--- config.mk ---
export PLATFORM = sky130hd
export DESIGN_NAME = filled_circle_span_generator
export DESIGN_NICKNAME = d
export VERILOG_FILES = /design/src/rtl/core/fcsg_pkg.sv /design/src/rtl/core/filled_circle_span_generator.sv
export SDC_FILE = /design/constraint.sdc
export NUM_CORES = 1
export LEC_CHECK = 0
export BUFFER_PORTS_ARGS = -buffer_cell sky130_fd_sc_hd__buf_2
export CORE_MARGIN = 4
export CORE_UTILIZATION = 45
export DETAILED_ROUTE_END_ITERATION = 6
export PLACE_DENSITY_LB_ADDON = 0.1
export SYNTH_ARGS = -nofsm -noshare
export SYNTH_HDL_FRONTEND = slang
export SYNTH_SLANG_ARGS = --single-unit
--- constraint.sdc ---
create_clock -name clock -period 6.53 [get_ports clock]
set_input_delay 0.653 -clock clock [delete_from_list [all_inputs] [get_ports clock]]
set_output_delay 0.653 -clock clock [all_outputs]
set_load 0.005 [all_outputs]
--- src/rtl/core/fcsg_pkg.sv ---
`timescale 1ns / 1ps
// package for the filled circle span generator
// holds field widths, setup constants and the span record type; no dependencies

package fcsg_pkg;

   localparam int COORD_W = 16;
   localparam int RAD_W = 4;
   localparam int LEN_W = 5;
   localparam int COLOR_W = 16;
   localparam int ROW_W = 4;
   localparam int SQ_W = 9;

   localparam int MAX_RADIUS_DEF = 15;

   // imax = r*707/1000 + 1, division by reciprocal multiply
   localparam int DIAG_NUM = 707;
   localparam int RECIP_1000 = 16778;
   localparam int RECIP_SHIFT = 24;

   localparam int MUL_A_W = 14;
   localparam int MUL_B_W = 15;
   localparam int PROD_W = 30;

   localparam int REQ_DATA_W = 56;
   localparam int RSP_DATA_W = 56;

   typedef struct packed {
      logic [COLOR_W-1:0] color;
      logic [LEN_W-1:0]   len;
      logic [COORD_W-1:0] y;
      logic [COORD_W-1:0] x;
   } span_type;

endpackage

--- src/rtl/core/filled_circle_span_generator.sv ---
`timescale 1ns / 1ps
// filled circle span generator top level: circle in, horizontal fill spans out
// depends on fcsg_pkg
//
// usage:
//   req channel: one beat per circle (center, radius, color); accepted when
//   req_tvalid and req_tready are high. req_tready is high only while idle.
//   rsp channel: one beat per span, rsp_tlast marks the final span of a circle.
//   radius zero gives no beats; radius above MAX_RADIUS is clamped.
// timing:
//   one shared multiply-add unit does all multiplies under a sequencer.
//   setup runs r*707, the multiply by the reciprocal of 1000, r*r + r/2 and
//   the center row; then each row step i = 1..imax runs i*i, x*x + i*i, a
//   compare and the row's spans, and a flush state sends the last span.
//   the next circle is accepted once the sequencer is back in idle.
// reset: synchronous active-high reset empties the output and pending
//   registers and returns the sequencer to idle.
// stalls: spans pass through a pending register and an output register;
//   while rsp_tready is low with both full, the sequencer waits.

module filled_circle_span_generator #(
   parameter int MAX_RADIUS = fcsg_pkg::MAX_RADIUS_DEF
) (
   input  logic                              clock,
   input  logic                              reset,
   input  logic                              req_tvalid,
   output logic                              req_tready,
   // center_x[15:0], center_y[31:16], radius[35:32], brush_color[51:36], zero pad
   input  logic [fcsg_pkg::REQ_DATA_W-1:0]   req_tdata,
   output logic                              rsp_tvalid,
   input  logic                              rsp_tready,
   // span_x[15:0], span_y[31:16], span_len[36:32], span_color[52:37], zero pad
   output logic [fcsg_pkg::RSP_DATA_W-1:0]   rsp_tdata,
   output logic                              rsp_tlast
);

   localparam logic [3:0] ST_IDLE   = 4'd0;
   localparam logic [3:0] ST_MUL707 = 4'd1;
   localparam logic [3:0] ST_RECIP  = 4'd2;
   localparam logic [3:0] ST_SQ     = 4'd3;
   localparam logic [3:0] ST_CENTER = 4'd4;
   localparam logic [3:0] ST_ISQ    = 4'd5;
   localparam logic [3:0] ST_XSQ    = 4'd6;
   localparam logic [3:0] ST_CMP    = 4'd7;
   localparam logic [3:0] ST_OUT_P  = 4'd8;
   localparam logic [3:0] ST_OUT_M  = 4'd9;
   localparam logic [3:0] ST_IN_P   = 4'd10;
   localparam logic [3:0] ST_IN_M   = 4'd11;
   localparam logic [3:0] ST_FLUSH  = 4'd12;

   localparam int CW = fcsg_pkg::COORD_W;
   localparam int RW = fcsg_pkg::ROW_W;
   localparam int PW = fcsg_pkg::PROD_W;

   logic [3:0] state_ff, state_in;
   logic [CW-1:0] cx_ff, cx_in, cy_ff, cy_in;
   logic [fcsg_pkg::COLOR_W-1:0] color_ff, color_in;
   logic [fcsg_pkg::RAD_W-1:0] r_ff, r_in;
   logic [RW-1:0] imax_ff, imax_in, i_ff, i_in, x_ff, x_in;
   logic [fcsg_pkg::SQ_W-1:0] sqmax_ff, sqmax_in;
   logic [PW-1:0] prod_ff, prod_in;
   logic pend_v_ff, pend_v_in, out_v_ff, out_v_in, out_last_ff, out_last_in;
   fcsg_pkg::span_type pend_ff, pend_in, out_ff, out_in, cand;

   logic [fcsg_pkg::MUL_A_W-1:0] mul_a;
   logic [fcsg_pkg::MUL_B_W-1:0] mul_b;
   logic [fcsg_pkg::SQ_W-1:0] mul_c;
   logic [fcsg_pkg::RAD_W-1:0] r_clamp;
   logic emit, out_free, can_push, push, gt;

   // shared multiply-add unit
   always_comb begin
      prod_in = PW'(mul_a) * PW'(mul_b) + PW'(mul_c);
   end

   assign r_clamp = (32'(req_tdata[35:32]) > MAX_RADIUS) ?
                    fcsg_pkg::RAD_W'(MAX_RADIUS) : req_tdata[35:32];

   assign out_free = !out_v_ff || rsp_tready;
   assign can_push = !pend_v_ff || out_free;
   assign gt = prod_ff > PW'(sqmax_ff);

   always_comb begin
      mul_a = '0;
      mul_b = '0;
      mul_c = '0;
      cand = '0;
      emit = 1'b0;
      cand.color = color_ff;
      case (state_ff)
         ST_MUL707: begin
            mul_a = fcsg_pkg::MUL_A_W'(r_ff);
            mul_b = fcsg_pkg::MUL_B_W'(fcsg_pkg::DIAG_NUM);
         end
         ST_RECIP: begin
            mul_a = prod_ff[fcsg_pkg::MUL_A_W-1:0];
            mul_b = fcsg_pkg::MUL_B_W'(fcsg_pkg::RECIP_1000);
         end
         ST_SQ: begin
            mul_a = fcsg_pkg::MUL_A_W'(r_ff);
            mul_b = fcsg_pkg::MUL_B_W'(r_ff);
            mul_c = fcsg_pkg::SQ_W'(r_ff >> 1);
         end
         ST_CENTER: begin
            emit = 1'b1;
            cand.x = cx_ff - CW'(r_ff);
            cand.y = cy_ff;
            cand.len = {r_ff, 1'b0};
         end
         ST_ISQ: begin
            mul_a = fcsg_pkg::MUL_A_W'(i_ff);
            mul_b = fcsg_pkg::MUL_B_W'(i_ff);
         end
         ST_XSQ: begin
            mul_a = fcsg_pkg::MUL_A_W'(x_ff);
            mul_b = fcsg_pkg::MUL_B_W'(x_ff);
            mul_c = prod_ff[fcsg_pkg::SQ_W-1:0];
         end
         ST_OUT_P, ST_OUT_M: begin
            emit = 1'b1;
            cand.x = cx_ff - CW'(i_ff) + CW'(1);
            cand.y = (state_ff == ST_OUT_P) ? cy_ff + CW'(x_ff) : cy_ff - CW'(x_ff);
            cand.len = {i_ff - RW'(1), 1'b0};
         end
         ST_IN_P, ST_IN_M: begin
            emit = 1'b1;
            cand.x = cx_ff - CW'(x_ff);
            cand.y = (state_ff == ST_IN_P) ? cy_ff + CW'(i_ff) : cy_ff - CW'(i_ff);
            cand.len = {x_ff, 1'b0};
         end
         default: begin
         end
      endcase
   end

   // zero-length spans are skipped without touching the pending register
   assign push = emit && (cand.len != '0) && can_push;

   always_comb begin
      state_in = state_ff;
      cx_in = cx_ff;
      cy_in = cy_ff;
      color_in = color_ff;
      r_in = r_ff;
      imax_in = imax_ff;
      sqmax_in = sqmax_ff;
      i_in = i_ff;
      x_in = x_ff;
      pend_v_in = pend_v_ff;
      pend_in = pend_ff;
      out_v_in = out_v_ff && !rsp_tready;
      out_in = out_ff;
      out_last_in = out_last_ff;

      if (push) begin
         if (pend_v_ff) begin
            out_v_in = 1'b1;
            out_in = pend_ff;
            out_last_in = 1'b0;
         end
         pend_v_in = 1'b1;
         pend_in = cand;
      end

      case (state_ff)
         ST_IDLE: begin
            if (req_tvalid) begin
               cx_in = req_tdata[15:0];
               cy_in = req_tdata[31:16];
               r_in = r_clamp;
               color_in = req_tdata[51:36];
               state_in = (r_clamp == '0) ? ST_FLUSH : ST_MUL707;
            end
         end
         ST_MUL707: state_in = ST_RECIP;
         ST_RECIP: state_in = ST_SQ;
         ST_SQ: begin
            imax_in = prod_ff[fcsg_pkg::RECIP_SHIFT +: RW] + RW'(1);
            state_in = ST_CENTER;
         end
         ST_CENTER: begin
            sqmax_in = prod_ff[fcsg_pkg::SQ_W-1:0];
            i_in = RW'(1);
            x_in = RW'(r_ff);
            if (can_push) begin
               state_in = ST_ISQ;
            end
         end
         ST_ISQ: state_in = ST_XSQ;
         ST_XSQ: state_in = ST_CMP;
         ST_CMP: begin
            if (gt && (x_ff > imax_ff)) begin
               state_in = ST_OUT_P;
            end else begin
               if (gt && (x_ff != '0)) begin
                  x_in = x_ff - RW'(1);
               end
               state_in = ST_IN_P;
            end
         end
         ST_OUT_P: begin
            if (can_push || cand.len == '0) begin
               state_in = ST_OUT_M;
            end
         end
         ST_OUT_M: begin
            if (can_push || cand.len == '0) begin
               x_in = x_ff - RW'(1);
               state_in = ST_IN_P;
            end
         end
         ST_IN_P: begin
            if (can_push || cand.len == '0) begin
               state_in = ST_IN_M;
            end
         end
         ST_IN_M: begin
            if (can_push || cand.len == '0) begin
               if (i_ff == imax_ff) begin
                  state_in = ST_FLUSH;
               end else begin
                  i_in = i_ff + RW'(1);
                  state_in = ST_ISQ;
               end
            end
         end
         ST_FLUSH: begin
            if (!pend_v_ff) begin
               state_in = ST_IDLE;
            end else if (out_free) begin
               out_v_in = 1'b1;
               out_in = pend_ff;
               out_last_in = 1'b1;
               pend_v_in = 1'b0;
               state_in = ST_IDLE;
            end
         end
         default: state_in = ST_IDLE;
      endcase
   end

   always_ff @(posedge clock) begin
      if (reset) begin
         state_ff <= ST_IDLE;
         pend_v_ff <= 1'b0;
         out_v_ff <= 1'b0;
      end else begin
         state_ff <= state_in;
         pend_v_ff <= pend_v_in;
         out_v_ff <= out_v_in;
      end
      cx_ff <= cx_in;
      cy_ff <= cy_in;
      color_ff <= color_in;
      r_ff <= r_in;
      imax_ff <= imax_in;
      sqmax_ff <= sqmax_in;
      i_ff <= i_in;
      x_ff <= x_in;
      prod_ff <= prod_in;
      pend_ff <= pend_in;
      out_ff <= out_in;
      out_last_ff <= out_last_in;
   end

   assign req_tready = (state_ff == ST_IDLE);
   assign rsp_tvalid = out_v_ff;
   assign rsp_tlast = out_last_ff;
   assign rsp_tdata = {3'b000, out_ff.color, out_ff.len, out_ff.y, out_ff.x};

endmodule
==> reports/qor.yml, run 1 <==
cts_setup_buffers: 0
finalCritPeriodShare_pct: 95.7
worst-endpoint-required_ns: 6.92
async_reset_ff_share_pct: 0
hold_viol: 0
cts_tree: "built"
die_h_um: 190
pwr-share-seq_pct: 29.3
antenna_cells: 0
io_pins: 119
fin_skew_ns: 0.0190
vias_per_cell: 5.04
drive_gt1_share_pct: 15.6
core_mm2: 0.0327
die_x_um: 190
hp-class: "in -> reg"
start_kind: "register"
power_leakage_nw: 8.31
fmax_ghz: 0.160
whs_path_depth: 1
clock_path_buffers: 3
ys_types: 84
r2r_cells: 21
layout.nets: 1948
multiInputGateArea_mm2: 0.00861
p_per_area_mw_per_mm2: 437
rsz0062_at_grt: "no"
h-tree-depth: 1
seq_area_mm2: 0.00554
cts_hold_buf: 0
status: "finished, final reports clean"
wire_per_inst_um: 15.6
drv_slew: 0
clock-sinks: 214
r2r_start: "state_ff[3]"
grt_max_degree: 54
initial_core_util_pct: 45.8
tightest_slew_ns: 0.978
drt-total-wl_um: 32300
drcViolationCount: 0
avgSynthCellArea_um2: 10.6
dp_slack_ns: 0.0800
cp-startpoint: "state_ff[3]"
seq_area_frac_synth_pct: 36.9
drv_cap: 0
post_cts_resized: 0
final_common_cell: "inv_1"
port_buffers: 111
area_growth_pct: 15.9
p_comb_share_pct: 52.4
dp_cells: 2029
grt_first_pass_wirelength_um: 53100
clkTransAtPathRegs_ns: 0.06
setup_viol_count_final: 0
syn_inst: 1409
vias: 10400
critPathKind: "reg -> reg"
cts_buffers: 23
p_clk_share_pct: 18.3
setup_slack_ns: 0.279
cp_max_fo: 6
grt_overflow_total: 0
grt_use_total_pct: 17.8
p_sw_mw: 2.97
swShare_pct: 39.1
grt_pass1_vias: 10500
antenna_found_initial: 0
endpoint: "prod_ff[28]"
synth_edf_count: 125
power.internal_mw: 4.62
drtIter0Drc: 403
slew-limit-headroom_pct: 34.6
cts_root_buf: "clkbuf_16"
hold_ws_ns: 0.314
num_rows: 66
ir_worst_vdd_mv: 0.295
num-fill-cells: 3008
hpwlAfterDp_um: 25800
period_needed_ns: 6.25
synth-main-ff-cell: "edfxtp_1"
drtAntennaViolNets: 0
finalSetupTns_ns: 0
yosysWarnings: 0
ys_ff_latch: 214
power_mw: 7.59
crit_arrival_ns: 6.64
r2r_setup_slack_ns: 0.28
gp_congestion: 0.834
final_cell_count_no_fill: 2071
rr_endpoint: "prod_ff[28]"
design.die.area_mm2: 0.0363
layout_common_cells: "inv_1, ha_1, edfxtp_1"
synth.cell_area_mm2: 0.0150
clk_latency_ns: 0.52
worstSetupEndpointType: "register"
first_pass_iters: 6
[layer usage]
layer,global-route usage [%],vias to the layer above,part of all wire (%)
met1,24.0,4964,46
li1,-,5204,-
met5,0,-,0
met4,4.01,0,1.8
met2,31.2,222,48
met3,1.85,45,4.0
[power by group through the flow]
stage / Combinational (mW) / Sequential, mW / Clock [mW]
after global placement: 3.92 / 2.25 / 0
after floorplan: 2.84 / 2.21 / 0
after global routing: 4.56 / 2.28 / 1.48
after detailed placement: 3.96 / 2.26 / 0
after CTS: 4.00 / 2.23 / 1.43
final: 3.98 / 2.22 / 1.39
[how the worst min path moves through the flow]
stage	from	endpoint
floorplan	color_ff[0]	pend_ff[37]
global placement	color_ff[5]	pend_ff[42]
detailed placement	color_ff[2]	pend_ff[39]
CTS	req_tdata[13]	cx_ff[13]
global route	req_tdata[24]	cy_ff[8]
finish	req_tdata[25]	cy_ff[9]
[critical path: stages (launching register included)]
cell and delay (ns):
dfxtp_1 0.33, nor2_1 0.41, a21oi_1 0.18, or2_2 0.35
fa_1 0.47, fa_1 0.54, fa_1 0.52, inv_1 0.05
fa_1 0.47, inv_1 0.05, fa_1 0.51, fa_1 0.54
inv_1 0.04, ha_1 0.23, a21oi_2 0.16, o21ai_0 0.09
a221oi_1 0.27, o21ai_1 0.17, a21oi_2 0.19, o21a_1 0.19
a21oi_1 0.12, a31o_2 0.25
[Yosys cell counts (all sizes together), types with 7 or more instances]
cell / number / area [um^2]
a211oi: 16 / 120
a21o: 20 / 151
a21oi: 61 / 324
a22oi: 7 / 52.6
and2: 14 / 87.6
and3: 9 / 56.3
buf: 18 / 129
clkbuf: 17 / 63.8
dfxtp: 89 / 1780
edfxtp: 125 / 3750
fa: 85 / 1700
ha: 191 / 2390
inv: 220 / 826
mux2: 54 / 612
nand2: 83 / 312
nand2b: 12 / 77.6
nand3: 12 / 72.6
nor2: 87 / 342
nor2b: 14 / 87.6
nor3: 21 / 115
nor4: 10 / 68.8
o21a: 10 / 75.1
o21ai: 55 / 287
o21bai: 7 / 52.6
o22ai: 17 / 106
xnor2: 50 / 438
xor2: 20 / 175
[flip-flops by register name, indices dropped and copies added, names as in the netlist]
register	flops
prod_ff	29
x_ff	4
cx_ff	16
cy_ff	16
pend_v_ff	1
rsp_tlast	1
imax_ff	4
state_ff	4
rsp_tvalid	1
sqmax_ff	9
i_ff	4
r_ff	4
rsp_tdata	53
pend_ff	52
color_ff	16
[layout make-up]
type	count	area share, %
multi-input combinational	981	49.6
sequential	214	31.9
timing repair buffer	172	5.84
inverter	220	4.76
clock buffer	30	3.70
tap	442	3.19
clock inverter	12	1.01
[stage by stage]
stage | util [%] | instance area, um^2
final | 53.1 | 17400
after global routing | 53.1 | 17400
after CTS | 53.0 | 17300
after detailed placement | 50.5 | 16500
after global placement | 50.5 | 16500
after floorplan | - | 15100
[kinds of logic after synthesis]
logic type | after synthesis | share of synthesized area, %
compound gates | 249 | 11.3
xor+xnor | 70 | 4.09
fa+ha+maj | 276 | 27.3
buf+inv | 255 | 6.80
flops | 214 | 36.9
mux | 57 | 4.28
other cells | 2 | 0.0501
simple gates | 286 | 9.25
Power figures use the tool's default switching activity.
==> run 2, diff against run 1 <==
--- a/config.mk
+++ b/config.mk
@@ -6,10 +6,10 @@
 export NUM_CORES = 1
 export LEC_CHECK = 0
 export BUFFER_PORTS_ARGS = -buffer_cell sky130_fd_sc_hd__buf_2
-export CORE_MARGIN = 4
 export CORE_UTILIZATION = 45
 export DETAILED_ROUTE_END_ITERATION = 6
 export PLACE_DENSITY_LB_ADDON = 0.1
+export SETUP_SLACK_MARGIN = 0.1
 export SYNTH_ARGS = -nofsm -noshare
 export SYNTH_HDL_FRONTEND = slang
 export SYNTH_SLANG_ARGS = --single-unit
==> reports/qor.yml, run 2 (synthesis results as in run 1) <==
finalSetupTns_ns: 0  # unchanged
crit_arrival_ns: 6.64  # about the same
slowest_delay_ns: 0.54  # about the same
cts_root_buf: "clkbuf_16"
power_leakage_nw: 8.30  # -0.11%
slew-limit-headroom_pct: 37.8  # +3.2 points
crit_path_cell_trace: "or2_2 -> nor2_2 -> a21oi_1 -> or2_2 -> fa_1 -> fa_1 -> fa_1 -> inv_1 -> fa_1 -> inv_1 -> fa_1 -> fa_1 -> inv_1 -> ha_1 -> a21oi_2 -> o21ai_0 -> a221oi_1 -> o21ai_1 -> a21oi_2 -> o21a_1 -> a21oi_1 -> a31o_2"
layout.nets: 1952  # +0.21%
drt-met1-wl_um: 14600  # -2.8%
drcViolationCount: 0  # unchanged
cp_top_family: "adder cells"
ir_worst_vdd_mv: 0.299  # +1.3%
grt_pass1_vias: 10600  # +1.2%
clk_latency_ns: 0.52  # about the same
h-tree-depth: 1  # unchanged
drv_cap: 0  # unchanged
cts_hold_buf: 0  # unchanged
drtAntennaViolNets: 0  # unchanged
initial_core_util_pct: 45.9  # +0.12 points
period_needed_ns: 6.23  # -0.0245 ns
fin_skew_ns: 0.00918  # -0.00982 ns
final_common_cell: "inv_1"
cts_buffers: 23  # unchanged
path_common_cell: "fa_1"
grt_overflow_total: 0  # unchanged
gp_congestion: 0.879  # +5.4%
grt_first_pass_wirelength_um: 52300  # -1.5%
dr_wl_met2_um: 15300  # -0.69%
cp_max_fo: 6  # unchanged
seq_area_mm2: 0.00554  # about the same
vias: 10500  # +0.26%
area_growth_pct: 15.7
cp_num_buf_inv: 3  # unchanged
hpwlAfterDp_um: 25500  # -1.4%
die_h_um: 184  # -3.2%
design.die.area_mm2: 0.0340  # -6.2%
num_rows: 66  # unchanged
worst-endpoint-required_ns: 6.94  # +0.02 ns
vias_per_cell: 5.04  # about the same
hold_ws_ns: 0.311  # -0.00318 ns
cts_tree: "built"
wire_per_inst_um: 15.3  # -1.6%
core_mm2: 0.0326  # -0.25%
status: "finished, final reports clean"
fmax_ghz: 0.161  # +0.39%
hp-class: "in -> reg"
maxUsedRoutingLayer: "met4"
finalCritPeriodShare_pct: 95.4  # -0.37 points
drv_slew: 0  # unchanged
wl_met3_um: 1150  # -11%
drive_gt1_share_pct: 16.0  # +0.39 points
port_buffers: 111  # unchanged
p_per_area_mw_per_mm2: 432  # -1.1%
rsz0062_at_grt: "yes"
clock_path_buffers: 3  # unchanged
drtIter0Drc: 558  # +38%
largest_reg_flops: 53  # unchanged
start_kind: "register"
tightest_slew_ns: 0.931  # -0.0472 ns
worstSetupEndpointType: "register"
io_pins: 119  # unchanged
setup_viol_count_final: 0  # unchanged
layout_common_cells: "inv_1, ha_1, edfxtp_1"
drt-total-wl_um: 31900  # -1.4%
cp_slowest_cell: "fa_1"
multiInputGateArea_mm2: 0.00863  # +0.23%
antenna_found_initial: 1  # +1
grt_use_total_pct: 19.3  # +1.5 points
first_pass_iters: 5  # -1
final_cell_count_no_fill: 2076  # +0.24%
grt_max_degree: 54  # unchanged
num-fill-cells: 2997  # -0.37%
dp_cells: 2030  # +0.049%
die_x_um: 184  # -3.2%
clock-sinks: 214  # unchanged
hold_viol: 0  # unchanged
clkTransAtPathRegs_ns: 0.06  # about the same
critPathKind: "reg -> reg"
## run 2: cell count changes in the layout (fill, tap and decap cells not counted), moves of 2 or more
cell / previous run / this run
nor2_2: 2 / 4
nor2_1: 82 / 80
a211oi_1: 15 / 13
a211oi_2: 1 / 3
buf_4: 61 / 65
bufinv_16: 4 / 1
## run 2: final cells by class
| cell class | instances | share of cell area, % |
|---|---|---|
| sequential | 214 | 31.9 |
| clock inverter | 11 | 0.577 |
| clock buffer | 31 | 3.72 |
| timing repair buffer | 176 | 6.02 |
| antenna | 1 | 0.0144 |
| inverter | 220 | 4.76 |
| multi-input combinational | 981 | 49.8 |
| tap | 442 | 3.19 |
## run 2: through the flow
step / worst slack (ns) / utilization [%] / area [um^2] / total power, mW
6_report: 0.303 / 53.2 / 17300 / 7.50
3_5_place_dp: 0.0806 / 50.7 / 16500 / 6.22
3_3_place_gp: 0.143 / 50.7 / 16500 / 6.17
4_1_cts: 0.109 / 52.9 / 17300 / 7.55
5_1_grt: 0.0440 / 53.2 / 17300 / 8.21
2_1_floorplan: 0.122 / - / 15100 / 5.05
## run 2: timing repair
action / CTS / global route
buffers inserted: 0 / 3
gates resized for setup: 1 / 13
pin swaps: 1 / 5
setup endpoints to repair: 1 / 11
## run 2: power breakdown
part / switching, mW / leakage, nW / internal (mW)
registers: 0.218 / 1.92 / 2.00
clock network: 0.526 / 0.368 / 0.739
logic: 2.23 / 6.01 / 1.79
total: 2.97 / 8.30 / 4.52
## run 2: worst register-to-register path, cell delays in order, from the launching register on
cell and delay, ns:
dfxtp_1 0.35, or2_2 0.32, nor2_2 0.17, a21oi_1 0.07, or2_2 0.34, fa_1 0.53, fa_1 0.45, fa_1 0.53
inv_1 0.05, fa_1 0.47, inv_1 0.05, fa_1 0.51, fa_1 0.54, inv_1 0.04, ha_1 0.22, a21oi_2 0.16
o21ai_0 0.10, a221oi_1 0.30, o21ai_1 0.18, a21oi_2 0.20, o21a_1 0.17, a21oi_1 0.10, a31o_2 0.25
## run 2: worst paths after layout
path                       to          start  slack (ns)  cells past startpoint
hold / removal       cy_ff[5]  req_tdata[21]        0.31                      1
setup reg to reg  prod_ff[28]    state_ff[3]        0.30                     22
hold reg to reg   pend_ff[45]    color_ff[8]        0.42                      0
setup / recovery  prod_ff[28]    state_ff[3]        0.30                     22
## run 2: per-layer routing
layer,vias up,GRT usage (%)
li1,5214,-
met1,4983,24.8
met2,215,34.4
met3,50,1.84
met4,0,5.63
met5,-,0
==> run 3, diff against run 2 <==
--- a/config.mk
+++ b/config.mk
@@ -6,7 +6,7 @@
 export NUM_CORES = 1
 export LEC_CHECK = 0
 export BUFFER_PORTS_ARGS = -buffer_cell sky130_fd_sc_hd__buf_2
-export CORE_UTILIZATION = 45
+export CORE_UTILIZATION = 40
 export DETAILED_ROUTE_END_ITERATION = 6
 export PLACE_DENSITY_LB_ADDON = 0.1
 export SETUP_SLACK_MARGIN = 0.1
==> reports/qor.yml, run 3 (synthesis results as in run 1) <==
status: "finished, final reports clean"
cts_buffers: 24  # +4.3%
finalCritPeriodShare_pct: 94.7  # -0.63 points
p_per_area_mw_per_mm2: 437  # +1.0%
critPathKind: "reg -> reg"
gp_congestion: 0.865  # -1.7%
period_needed_ns: 6.19  # -0.0412 ns
design.die.area_mm2: 0.0382  # +12%
antenna_found_initial: 0  # -1
num_rows: 70  # +6.1%
layout.nets: 1953  # +0.051%
grt_max_degree: 54  # unchanged
setup_viol_count_final: 0  # unchanged
io_pins: 119  # unchanged
die_x_um: 196  # +6.0%
layout_common_cells: "inv_1, ha_1, edfxtp_1"
rsz0062_at_grt: "no"
finalSetupTns_ns: 0  # unchanged
initial_core_util_pct: 40.8  # -5.1 points
drtAntennaViolNets: 0  # unchanged
worstSetupEndpointType: "register"
grt_first_pass_wirelength_um: 54400  # +4.1%
slowest_delay_ns: 0.55  # about the same
cp_top_family: "adder cells"
ir_worst_vdd_mv: 0.247  # -17%
fin_skew_ns: 0.0156  # +0.00637 ns
cp_max_fo: 3  # -3
cp_slowest_cell: "fa_1"
cts_hold_buf: 0  # unchanged
first_pass_iters: 5  # unchanged
core_mm2: 0.0367  # +13%
clkTransAtPathRegs_ns: 0.06  # about the same
power_leakage_nw: 8.33  # +0.38%
drtIter0Drc: 418  # -25%
crit_path_cell_trace: "or2_2 -> nor2_2 -> a21oi_1 -> or2_2 -> fa_1 -> fa_1 -> fa_1 -> inv_1 -> fa_1 -> inv_1 -> fa_1 -> fa_1 -> inv_1 -> ha_1 -> nand2_1 -> nor2_1 -> a211oi_2 -> o41ai_4 -> a21oi_2 -> nor3b_2 -> or3_1 -> nand3_1"
drcViolationCount: 0  # unchanged
hold_ws_ns: 0.300  # -0.0110 ns
tightest_slew_ns: 0.934  # +0.00281 ns
final_common_cell: "inv_1"
port_buffers: 111  # unchanged
die_h_um: 196  # +6.0%
slew-limit-headroom_pct: 37.5  # -0.27 points
power_mw: 7.62  # +1.7%
hp-class: "in -> reg"
drv_cap: 0  # unchanged
clk_latency_ns: 0.53  # about the same
grt_pass1_vias: 10700  # +0.67%
clock_path_buffers: 3  # unchanged
h-tree-depth: 1  # unchanged
vias: 10400  # -1.0%
grt_overflow_total: 0  # unchanged
drv_slew: 0  # unchanged
grt_use_total_pct: 17.8  # -1.5 points
wire_per_inst_um: 15.8  # +2.9%
drive_gt1_share_pct: 15.8  # -0.14 points
hpwlAfterDp_um: 26200  # +3.0%
cp_num_buf_inv: 3  # unchanged
hold_viol: 0  # unchanged
drt-total-wl_um: 33200  # +4.3%
path_common_cell: "fa_1"
area_growth_pct: 16.5
cts_root_buf: "clkbuf_16"
start_kind: "register"
largest_reg_flops: 53  # unchanged
clock-sinks: 214  # unchanged
vias_per_cell: 4.92  # -2.3%
fmax_ghz: 0.162  # +0.67%
worst-endpoint-required_ns: 6.99  # +0.05 ns
cts_tree: "built"
crit_arrival_ns: 6.65  # about the same
-- run 3: cell types whose count changed in the layout (fill, tap and decap cells not counted), moves of 2 or more --
cell	previous run	this run
clkbuf_16	23	26
clkinv_1	2	0
clkbuf_1	4	9
clkinv_2	4	1
-- run 3: what timing repair did --
| item | 4_1_cts | 5_1_grt |
|---|---|---|
| buffers inserted | 0 | 1 |
| setup endpoints to repair | 0 | 13 |
| endpoints found under the hold margin | 0 | 0 |
| resized for setup | 0 | 15 |
-- run 3: routing by layer --
| layer | up-vias | GRT usage, % | part of all wire (%) |
|---|---|---|---|
| met2 | 185 | 31.4 | 48 |
| met5 | - | 0 | 0 |
| met3 | 33 | 2.06 | 3.8 |
| met1 | 4921 | 23.2 | 47 |
| met4 | 0 | 4.46 | 1.7 |
| li1 | 5215 | - | - |
-- run 3: stage by stage --
| stage | util (%) | instance area (um^2) | std cells | worst slack [ns] |
|---|---|---|---|---|
| final | 47.6 | 17500 | 2104 | 0.344 |
| after global routing | 47.6 | 17500 | 2103 | 0.0621 |
| after CTS | 47.4 | 17400 | 2102 | 0.103 |
| after detailed placement | 45.2 | 16600 | 2058 | 0.144 |
| after global placement | 45.2 | 16600 | 2058 | 0.162 |
| after floorplan | - | 15100 | 1450 | 0.122 |
-- run 3: worst paths after layout --
path                 end  slack, ns  depth (start not counted)     startpoint
min reg2reg  pend_ff[42]       0.42                          0    color_ff[5]
max reg2reg  prod_ff[25]       0.34                         22    state_ff[2]
min             cy_ff[5]       0.30                          1  req_tdata[21]
max          prod_ff[25]       0.34                         22    state_ff[2]
-- run 3: final cells by class --
class / count / area (um^2)
fill: 3442 / 19200
multi-input combinational: 981 / 8630
sequential: 214 / 5540
timing repair buffer: 176 / 1050
inverter: 220 / 826
clock buffer: 40 / 753
tap: 468 / 586
clock inverter: 4 / 72.6
antenna: 1 / 2.50
-- run 3: power by group --
part	internal, mW	total [mW]	leakage (nW)	switching [mW]
clock	0.862	1.39	0.399	0.533
combinational	1.79	4.01	6.01	2.22
sequential	2.00	2.22	1.92	0.222
